File: config.mk
export PLATFORM = sky130hd
export DESIGN_NAME = integral_separation_pid_flat
export DESIGN_NICKNAME = d
export VERILOG_FILES = /design/src/sv/isp_pkg.sv /design/src/sv/isp_if.sv /design/src/sv/isp_muldiv.sv /design/src/sv/integral_separation_pid.sv /design/src/flat_wrapper.sv
export SDC_FILE = /design/constraint.sdc
export NUM_CORES = 1
export LEC_CHECK = 0
export ABC_AREA = 1
export BUFFER_PORTS_ARGS = -buffer_cell sky130_fd_sc_hd__buf_4
export CAP_MARGIN = 15
export CORE_UTILIZATION = 45
export DETAILED_ROUTE_END_ITERATION = 12
export PLACE_DENSITY = 0.65
export REMOVE_ABC_BUFFERS = 1
export SYNTH_ARGS = -nofsm -noshare
export SYNTH_HDL_FRONTEND = slang
export SYNTH_SLANG_ARGS = --single-unit
export TNS_END_PERCENT = 100
File: constraint.sdc
create_clock -name clk_i -period 5.2 [get_ports clk_i]
set_input_delay 1.04 -clock clk_i [delete_from_list [all_inputs] [get_ports clk_i]]
set_output_delay 1.04 -clock clk_i [all_outputs]
set_load 0.01 [all_outputs]
File: src/sv/isp_pkg.sv
// isp_pkg: widths, register indexes and the multiply-divide request type
// for the integral separation pid block; no dependencies
`timescale 1ns / 1ps

package isp_pkg;

  localparam int ERR_BITS   = 16;
  localparam int DRIVE_BITS = 32;
  localparam int GAIN_W     = 16;
  localparam int LIMIT_W    = 15;
  localparam int A_W        = ERR_BITS + 2;
  localparam int PROD_W     = A_W + 2 * GAIN_W;
  localparam int CNT_W      = $clog2(PROD_W);
  localparam int ACC_W      = ((PROD_W > DRIVE_BITS) ? PROD_W : DRIVE_BITS) + 3;
  localparam int PADDR_W    = 4;
  localparam int PDATA_W    = 32;

  localparam logic [1:0] REG_PROP_GAIN   = 2'd0;
  localparam logic [1:0] REG_INTEG_TIME  = 2'd1;
  localparam logic [1:0] REG_DERIV_TIME  = 2'd2;
  localparam logic [1:0] REG_INTEG_LIMIT = 2'd3;

  typedef struct packed {
    logic [A_W-1:0]    mag;
    logic [GAIN_W-1:0] mul_a;
    logic [GAIN_W-1:0] mul_b;
    logic [GAIN_W-1:0] divisor;
  } md_req_t;

endpackage

File: src/sv/isp_if.sv
// isp_in_if / isp_out_if: valid-ready channels for sample and drive words
// depends on isp_pkg
`timescale 1ns / 1ps

interface isp_in_if;
  logic                                valid;
  logic                                ready;
  logic signed [isp_pkg::ERR_BITS-1:0] err_sample;
  logic [15:0]                         period;
  modport source (output valid, output err_sample, output period, input ready);
  modport sink (input valid, input err_sample, input period, output ready);
endinterface

interface isp_out_if;
  logic                                  valid;
  logic                                  ready;
  logic signed [isp_pkg::DRIVE_BITS-1:0] drive;
  logic                                  saturated;
  modport source (output valid, output drive, output saturated, input ready);
  modport sink (input valid, input drive, input saturated, output ready);
endinterface

File: src/sv/isp_muldiv.sv
// isp_muldiv: bit-serial |a| * x * y / d, truncating, zero when d is zero
// depends on isp_pkg
`timescale 1ns / 1ps

module isp_muldiv (
  input  logic                      clk_i,
  input  logic                      rst_ni,
  input  logic                      start_i,
  input  isp_pkg::md_req_t          req_i,
  output logic                      done_o,
  output logic [isp_pkg::PROD_W-1:0] quot_o
);
  import isp_pkg::*;

  typedef enum logic [1:0] {S_IDLE, S_MUL1, S_MUL2, S_DIV} state_e;

  state_e              state_q;
  logic [PROD_W-1:0]   acc_q, mcand_q;
  logic [GAIN_W-1:0]   mplier_q, mulb_q, dvs_q, rem_q;
  logic [CNT_W-1:0]    cnt_q;
  logic                done_q;
  logic [PROD_W-1:0]   sum;
  logic [GAIN_W:0]     trial;
  logic                ge;

  assign sum   = acc_q + (mplier_q[0] ? mcand_q : '0);
  assign trial = {rem_q, acc_q[PROD_W-1]};
  assign ge    = trial >= {1'b0, dvs_q};

  always_ff @(posedge clk_i or negedge rst_ni) begin
    if (!rst_ni) begin
      state_q  <= S_IDLE;
      done_q   <= 1'b0;
      acc_q    <= '0;
      mcand_q  <= '0;
      mplier_q <= '0;
      mulb_q   <= '0;
      dvs_q    <= '0;
      rem_q    <= '0;
      cnt_q    <= '0;
    end else begin
      done_q <= (state_q == S_DIV) && (cnt_q == CNT_W'(PROD_W - 1));
      case (state_q)
        S_IDLE: begin
          if (start_i) begin
            acc_q    <= '0;
            mcand_q  <= PROD_W'(req_i.mag);
            mplier_q <= req_i.mul_a;
            mulb_q   <= req_i.mul_b;
            dvs_q    <= req_i.divisor;
            cnt_q    <= '0;
            state_q  <= S_MUL1;
          end
        end
        S_MUL1: begin
          if (cnt_q == CNT_W'(GAIN_W - 1)) begin
            mcand_q  <= sum;
            acc_q    <= '0;
            mplier_q <= mulb_q;
            cnt_q    <= '0;
            state_q  <= S_MUL2;
          end else begin
            acc_q    <= sum;
            mcand_q  <= mcand_q << 1;
            mplier_q <= mplier_q >> 1;
            cnt_q    <= cnt_q + 1'b1;
          end
        end
        S_MUL2: begin
          acc_q    <= sum;
          mcand_q  <= mcand_q << 1;
          mplier_q <= mplier_q >> 1;
          if (cnt_q == CNT_W'(GAIN_W - 1)) begin
            rem_q   <= '0;
            cnt_q   <= '0;
            state_q <= S_DIV;
          end else begin
            cnt_q   <= cnt_q + 1'b1;
          end
        end
        S_DIV: begin
          rem_q <= ge ? GAIN_W'(trial - {1'b0, dvs_q}) : GAIN_W'(trial);
          acc_q <= {acc_q[PROD_W-2:0], ge};
          cnt_q <= cnt_q + 1'b1;
          if (cnt_q == CNT_W'(PROD_W - 1)) begin
            state_q <= S_IDLE;
          end
        end
        default: state_q <= S_IDLE;
      endcase
    end
  end

  assign done_o = done_q;
  assign quot_o = (dvs_q == '0) ? '0 : acc_q;

endmodule

File: src/sv/integral_separation_pid.sv
// integral_separation_pid: pid with integral separation, one drive word per sample word
// from sample word to drive word, the three terms pass in turn through the
// bit-serial multiply-divide unit (issue, two multiply passes, a divide, handoff),
// then the sum is saturated into the output register
// one sample word in flight at a time; output stalls hold the input
// async active-low reset: first-sample phase, history, drive cleared, registers to defaults
`timescale 1ns / 1ps

module integral_separation_pid (
  input  logic                        clk_i,
  input  logic                        rst_ni,
  isp_in_if.sink                      in_i,
  isp_out_if.source                   out_o,
  input  logic                        psel,
  input  logic                        penable,
  input  logic                        pwrite,
  input  logic [isp_pkg::PADDR_W-1:0] paddr,
  input  logic [isp_pkg::PDATA_W-1:0] pwdata,
  output logic [isp_pkg::PDATA_W-1:0] prdata,
  output logic                        pready
);
  import isp_pkg::*;

  typedef enum logic [1:0] {ST_IDLE, ST_ISSUE, ST_WAIT, ST_FIN} state_e;

  localparam logic [1:0] PH_FIRST  = 2'd1;
  localparam logic [1:0] PH_SECOND = 2'd2;
  localparam logic [1:0] PH_RUN    = 2'd3;
  localparam logic [1:0] TERM_P    = 2'd0;
  localparam logic [1:0] TERM_I    = 2'd1;
  localparam logic [1:0] TERM_D    = 2'd2;
  localparam logic signed [ACC_W-1:0] DMAX = (ACC_W'(1) <<< (DRIVE_BITS - 1)) - 1;
  localparam logic signed [ACC_W-1:0] DMIN = -DMAX - 1;

  state_e                     state_q;
  logic [1:0]                 phase_q, term_q;
  logic [GAIN_W-1:0]          kp_q, ti_q, td_q, t_q;
  logic [LIMIT_W-1:0]         limit_q;
  logic signed [ERR_BITS-1:0] e_q, err1_q, err2_q;
  logic signed [DRIVE_BITS-1:0] dacc_q, drive_q;
  logic signed [ACC_W-1:0]    acc_q, term_s;
  logic                       neg_q, sat_q, out_valid_q;
  logic signed [A_W-1:0]      e_a, e1_a, e2_a, oper;
  logic                       qe, qe1, md_done;
  logic [GAIN_W-1:0]          mulb, dvs;
  logic [PROD_W-1:0]          quot;
  md_req_t                    req;
  logic                       cfg_wr;

  function automatic logic qual(input logic signed [A_W-1:0] x,
                                input logic [LIMIT_W-1:0] lim);
    logic [A_W-1:0] m;
    m = x[A_W-1] ? A_W'(-x) : A_W'(x);
    return m <= A_W'(lim);
  endfunction

  assign e_a  = A_W'(e_q);
  assign e1_a = A_W'(err1_q);
  assign e2_a = A_W'(err2_q);
  assign qe   = qual(e_a, limit_q);
  assign qe1  = qual(e1_a, limit_q);

  always_comb begin
    oper = '0;
    mulb = GAIN_W'(1);
    dvs  = GAIN_W'(1);
    case (term_q)
      TERM_P: oper = (phase_q == PH_FIRST || phase_q == PH_SECOND) ? e_a : e_a - e1_a;
      TERM_I: begin
        mulb = t_q;
        dvs  = ti_q;
        if (phase_q == PH_SECOND)
          oper = (qe ? e_a : '0) + (qe1 ? e1_a : '0);
        else
          oper = qe ? e_a : '0;
      end
      TERM_D: begin
        mulb = td_q;
        dvs  = t_q;
        if (phase_q == PH_FIRST)
          oper = '0;
        else if (phase_q == PH_SECOND)
          oper = e_a - e1_a;
        else
          oper = e_a - (e1_a <<< 1) + e2_a;
      end
      default: oper = '0;
    endcase
    req.mag     = oper[A_W-1] ? A_W'(-oper) : A_W'(oper);
    req.mul_a   = kp_q;
    req.mul_b   = mulb;
    req.divisor = dvs;
  end

  isp_muldiv u_muldiv (
    .clk_i   (clk_i),
    .rst_ni  (rst_ni),
    .start_i (state_q == ST_ISSUE),
    .req_i   (req),
    .done_o  (md_done),
    .quot_o  (quot)
  );

  assign term_s = $signed(ACC_W'(quot));

  // configuration port
  assign pready = 1'b1;
  assign cfg_wr = psel && penable && pwrite;

  always_comb begin
    case (paddr[3:2])
      REG_PROP_GAIN:   prdata = PDATA_W'(kp_q);
      REG_INTEG_TIME:  prdata = PDATA_W'(ti_q);
      REG_DERIV_TIME:  prdata = PDATA_W'(td_q);
      REG_INTEG_LIMIT: prdata = PDATA_W'(limit_q);
      default:         prdata = '0;
    endcase
  end

  always_ff @(posedge clk_i or negedge rst_ni) begin
    if (!rst_ni) begin
      kp_q    <= GAIN_W'(256);
      ti_q    <= GAIN_W'(1000);
      td_q    <= '0;
      limit_q <= LIMIT_W'(32767);
    end else if (cfg_wr) begin
      case (paddr[3:2])
        REG_PROP_GAIN:   kp_q    <= pwdata[GAIN_W-1:0];
        REG_INTEG_TIME:  ti_q    <= pwdata[GAIN_W-1:0];
        REG_DERIV_TIME:  td_q    <= pwdata[GAIN_W-1:0];
        REG_INTEG_LIMIT: limit_q <= pwdata[LIMIT_W-1:0];
        default: ;
      endcase
    end
  end

  assign in_i.ready      = (state_q == ST_IDLE);
  assign out_o.valid     = out_valid_q;
  assign out_o.drive     = drive_q;
  assign out_o.saturated = sat_q;

  always_ff @(posedge clk_i or negedge rst_ni) begin
    if (!rst_ni) begin
      state_q     <= ST_IDLE;
      phase_q     <= PH_FIRST;
      term_q      <= TERM_P;
      err1_q      <= '0;
      err2_q      <= '0;
      dacc_q      <= '0;
      out_valid_q <= 1'b0;
      e_q         <= '0;
      t_q         <= '0;
      acc_q       <= '0;
      neg_q       <= 1'b0;
      drive_q     <= '0;
      sat_q       <= 1'b0;
    end else begin
      if (out_valid_q && out_o.ready && state_q != ST_FIN) out_valid_q <= 1'b0;
      case (state_q)
        ST_IDLE: begin
          if (in_i.valid) begin
            e_q     <= in_i.err_sample;
            t_q     <= in_i.period;
            term_q  <= TERM_P;
            acc_q   <= (phase_q == PH_FIRST || phase_q == PH_SECOND) ? '0 : ACC_W'(dacc_q);
            state_q <= ST_ISSUE;
          end
        end
        ST_ISSUE: begin
          neg_q   <= oper[A_W-1];
          state_q <= ST_WAIT;
        end
        ST_WAIT: begin
          if (md_done) begin
            acc_q <= neg_q ? acc_q - term_s : acc_q + term_s;
            if (term_q == TERM_D) begin
              state_q <= ST_FIN;
            end else begin
              term_q  <= term_q + 1'b1;
              state_q <= ST_ISSUE;
            end
          end
        end
        ST_FIN: begin
          if (!out_valid_q || out_o.ready) begin
            if (acc_q > DMAX) begin
              drive_q <= DRIVE_BITS'(DMAX);
              dacc_q  <= DRIVE_BITS'(DMAX);
              sat_q   <= 1'b1;
            end else if (acc_q < DMIN) begin
              drive_q <= DRIVE_BITS'(DMIN);
              dacc_q  <= DRIVE_BITS'(DMIN);
              sat_q   <= 1'b1;
            end else begin
              drive_q <= DRIVE_BITS'(acc_q);
              dacc_q  <= DRIVE_BITS'(acc_q);
              sat_q   <= 1'b0;
            end
            out_valid_q <= 1'b1;
            err2_q      <= err1_q;
            err1_q      <= e_q;
            if (phase_q == PH_FIRST)       phase_q <= PH_SECOND;
            else if (phase_q == PH_SECOND) phase_q <= PH_RUN;
            state_q <= ST_IDLE;
          end
        end
        default: state_q <= ST_IDLE;
      endcase
    end
  end

endmodule

File: src/flat_wrapper.sv
// flat-port wrapper written by rule: the top's interface ports become plain ports
module integral_separation_pid_flat import isp_pkg::*;
  (clk_i, rst_ni, psel, penable, pwrite, paddr, pwdata, prdata, pready, in_i_valid, in_i_err_sample, in_i_period, in_i_ready, out_o_valid, out_o_drive, out_o_saturated, out_o_ready);
  isp_in_if in_i_i ();
  isp_out_if out_o_i ();
  input  logic clk_i;
  input  logic rst_ni;
  input  logic psel;
  input  logic penable;
  input  logic pwrite;
  input  logic [isp_pkg::PADDR_W-1:0] paddr;
  input  logic [isp_pkg::PDATA_W-1:0] pwdata;
  output logic [isp_pkg::PDATA_W-1:0] prdata;
  output logic pready;
  input wire logic [$bits(in_i_i.valid)-1:0] in_i_valid;
  input wire logic [$bits(in_i_i.err_sample)-1:0] in_i_err_sample;
  input wire logic [$bits(in_i_i.period)-1:0] in_i_period;
  output wire logic [$bits(in_i_i.ready)-1:0] in_i_ready;
  output wire logic [$bits(out_o_i.valid)-1:0] out_o_valid;
  output wire logic [$bits(out_o_i.drive)-1:0] out_o_drive;
  output wire logic [$bits(out_o_i.saturated)-1:0] out_o_saturated;
  input wire logic [$bits(out_o_i.ready)-1:0] out_o_ready;
  assign in_i_i.valid = in_i_valid;
  assign in_i_i.err_sample = in_i_err_sample;
  assign in_i_i.period = in_i_period;
  assign in_i_ready = in_i_i.ready;
  assign out_o_valid = out_o_i.valid;
  assign out_o_drive = out_o_i.drive;
  assign out_o_saturated = out_o_i.saturated;
  assign out_o_i.ready = out_o_ready;
  integral_separation_pid u_core (.clk_i(clk_i), .rst_ni(rst_ni), .in_i(in_i_i), .out_o(out_o_i), .psel(psel), .penable(penable), .pwrite(pwrite), .paddr(paddr), .pwdata(pwdata), .prdata(prdata), .pready(pready));
endmodule
==> impl_metrics.toml <==
[synth]
synth-main-ff-cell = "dfrtp_1"
ys_seq_area_share_pct = 30.4
synth_edf_count = 0
synth_warnings = 0
ys_seq_elements = 394
synth_area_sq_mm = 0.0326
yosysUniqueCellTypes = 70
synthTopCellsByArea = "dfrtp_1 28%, nand2_1 13%, inv_1 8.4%, ha_1 8.1%, o21ai_0 6.1%"
synth-async-reset-ratio_pct = 100
netlist_instances = 4760
post-synth-top-area-cell = "dfrtp_1"
synth_top_area_share_pct = 28.5
avgSynthCellArea_sq_um = 6.84

[route]
drc = 0
via_count = 32643
drt-total-wl_um = 109000
vias_per_cell = 5.46
dr.pass1.iters = 5
wl_per_cell_um = 18.2
detail-route-antenna-nets = 0
drt_iter0_drc = 2561

[critical_path]
cp_data_required_time_ns = 5.77
crit_fanout = 8
crit_arrival_ns = 5.94
r2r_cells = 40
slowest_stage = "dfrtp_1"
criticalPathCategory = "reg2reg"
startpoint_type = "flip-flop"
crit_path_max_incr_delay_ns = 0.42
endpoint_kind = "flip-flop"

[sta]
hold_violations = 0
rsz0062_at_grt = "yes"
fmaxAchievable_mhz = 186
fin_crit_sh_pct = 103
clock_skew_ns = 0.0189
worst_slack_ns = -0.171
setup-violations-final = 16
slew_viol_final = 0
maxSlewHeadroom_pct = 22.7
fin_crit_ns = 5.37
worstMarginPinSlew_ns = 1.16
tns_ns = -1.69

[die]
die_h_um = 271
core-area_sq_mm = 0.0716
start_util_pct = 45.5
dieArea_sq_mm = 0.0735
boundaryPins = 143
placementRows = 98
die_w_um = 271

[placement]
dp_hpwl_um = 81200
dp_slack_ns = -0.637
port_buffers = 107
globalplace.congestion = 0.966

[clock_network]
cts_htree_levels = 2
postCtsHoldBufs = 0
cts_tree = "done"
clockBufferDepth = 3
cts-root-buf = "clkbuf_16"
path_clk_slew_ns = 0.06
cts.sinks = 394
clk_latency_ns = 0.64
cts_buffers = 51

[grt]
grtUsageTotal_pct = 29.2
grt_max_degree = 96
grt_pass1_wl_um = 171000
grt_pass1_vias = 31130
grt_antenna_before_repair = 0
grt_overflow = 0

[status]
violations = "setup timing"
status = "finished, violations left"

[cells_and_area]
fillCellCount = 7130
layout-drive-gt1-share_pct = 14.1
diodes = 0
nNetsFinal = 5300
area_delta_synth_final_pct = 17.8

[worst_hold_path]
hold_class = "in2async"

[run]
maxCapViolCount = 0
==> Yosys cell counts, types with 17 or more instances <==
master,count
clkbuf_1,134
fa_1,21
xnor2_1,49
o21ai_0,397
nand4_1,31
nor3_1,38
a22oi_1,50
nand2_1,1115
dfrtp_1,371
nor2_1,391
nand3_1,218
a31oi_1,51
o211ai_1,61
a21oi_1,360
buf_4,20
dfstp_2,23
xor2_1,109
ha_1,212
o221ai_1,48
inv_1,731
o22ai_1,36
o21ai_1,18
nor4_1,17
nand2_2,23
==> final timing paths <==
check / start / to / slack (ns)
worst max-delay path: u_core.err1_q[0] / u_core.u_muldiv.mcand_q[14] / -0.17
worst min-delay path: rst_ni / u_core.dacc_q[28] / 0.44
worst max register to register: u_core.err1_q[0] / u_core.u_muldiv.mcand_q[14] / -0.17
worst min register to register: u_core.u_muldiv.mulb_q[3] / u_core.u_muldiv.mulb_q[3] / 0.48
max in group asynchronous: rst_ni / u_core.u_muldiv.acc_q[23] / 3.69
min in group clk_i: u_core.u_muldiv.mulb_q[3] / u_core.u_muldiv.mulb_q[3] / 0.48
==> cells in the final DEF, fill, tap and decap left out, types with 50 or more instances in the layout <==
master,instances
a22oi_1,50
nand2_2,53
nand2_1,1070
xor2_1,105
o21ai_0,384
nand3_1,201
a21oi_1,341
inv_1,716
clkbuf_16,51
nor2_1,362
dfrtp_1,371
buf_4,330
o211ai_1,61
ha_1,202
==> state kept, by name (all words and copies together) (netlist names), 32 cells and up <==
name	cells
u_core.u_muldiv.mcand_q	50
u_core.dacc_q	32
u_core.acc_q	53
u_core.u_muldiv.acc_q	50
==> kinds of logic after synthesis <==
family | count (synthesis) | share of synthesized area, %
other | 2 | 0.0231
flip-flops | 394 | 30.4
AND/OR/NAND/NOR | 1896 | 24.2
AO/OA/AOI/OAI | 1145 | 20.6
buffers and inverters | 932 | 11.2
XOR/XNOR | 158 | 4.25
adder cells (fa/ha/maj) | 233 | 9.43
==> final cells by class <==
class / instances / area, sq um / share of cell area (%)
Clock buffer: 70 / 1380 / 3.59
Clock inverter: 24 / 399 / 1.04
Inverter: 751 / 2840 / 7.40
Multi-Input combinational cell: 3450 / 20000 / 52.1
Sequential cell: 394 / 9890 / 25.8
Tap cell: 950 / 1190 / 3.10
Timing Repair Buffer: 344 / 2680 / 6.98
==> layer usage <==
metal  GRT usage [%]  share of wire (%)
met5               0                  0
met4            12.9                4.8
met3            2.85                5.0
met2            49.0                 47
met1            38.0                 43
==> through the flow <==
step                      area, sq um  hold WS [ns]  instances  util, %
final                           38400         0.439       5983     53.6
after detailed placement        35500         0.465       5859     49.5
after floorplan                 31800         0.449       4594        -
after CTS                       37700         0.472       5970     52.7
after global placement          35500         0.465       5859     49.5
after global routing            38400         0.503       5983     53.6
==> repair_timing <==
item                       in CTS  in global routing
pin swaps                      61                 71
buffers inserted               18                 12
resized for setup             101                127
cloned                          0                  1
setup endpoints to repair      18                 31
hold endpoints to repair        0                  0
==> worst max-delay path, delay by kind of cell, from the launching register on <==
kind,cells,cell delay [ns]
buffers and inverters,8,0.66
AO/OA/AOI/OAI,5,0.79
flip-flops,1,0.42
AND/OR/NAND/NOR,22,2.34
adder cells (fa/ha/maj),4,1.02
XOR/XNOR,1,0.07
Power is not shown: default switching activity piles up to over one toggle a cycle in this logic, so the estimate is an artifact.
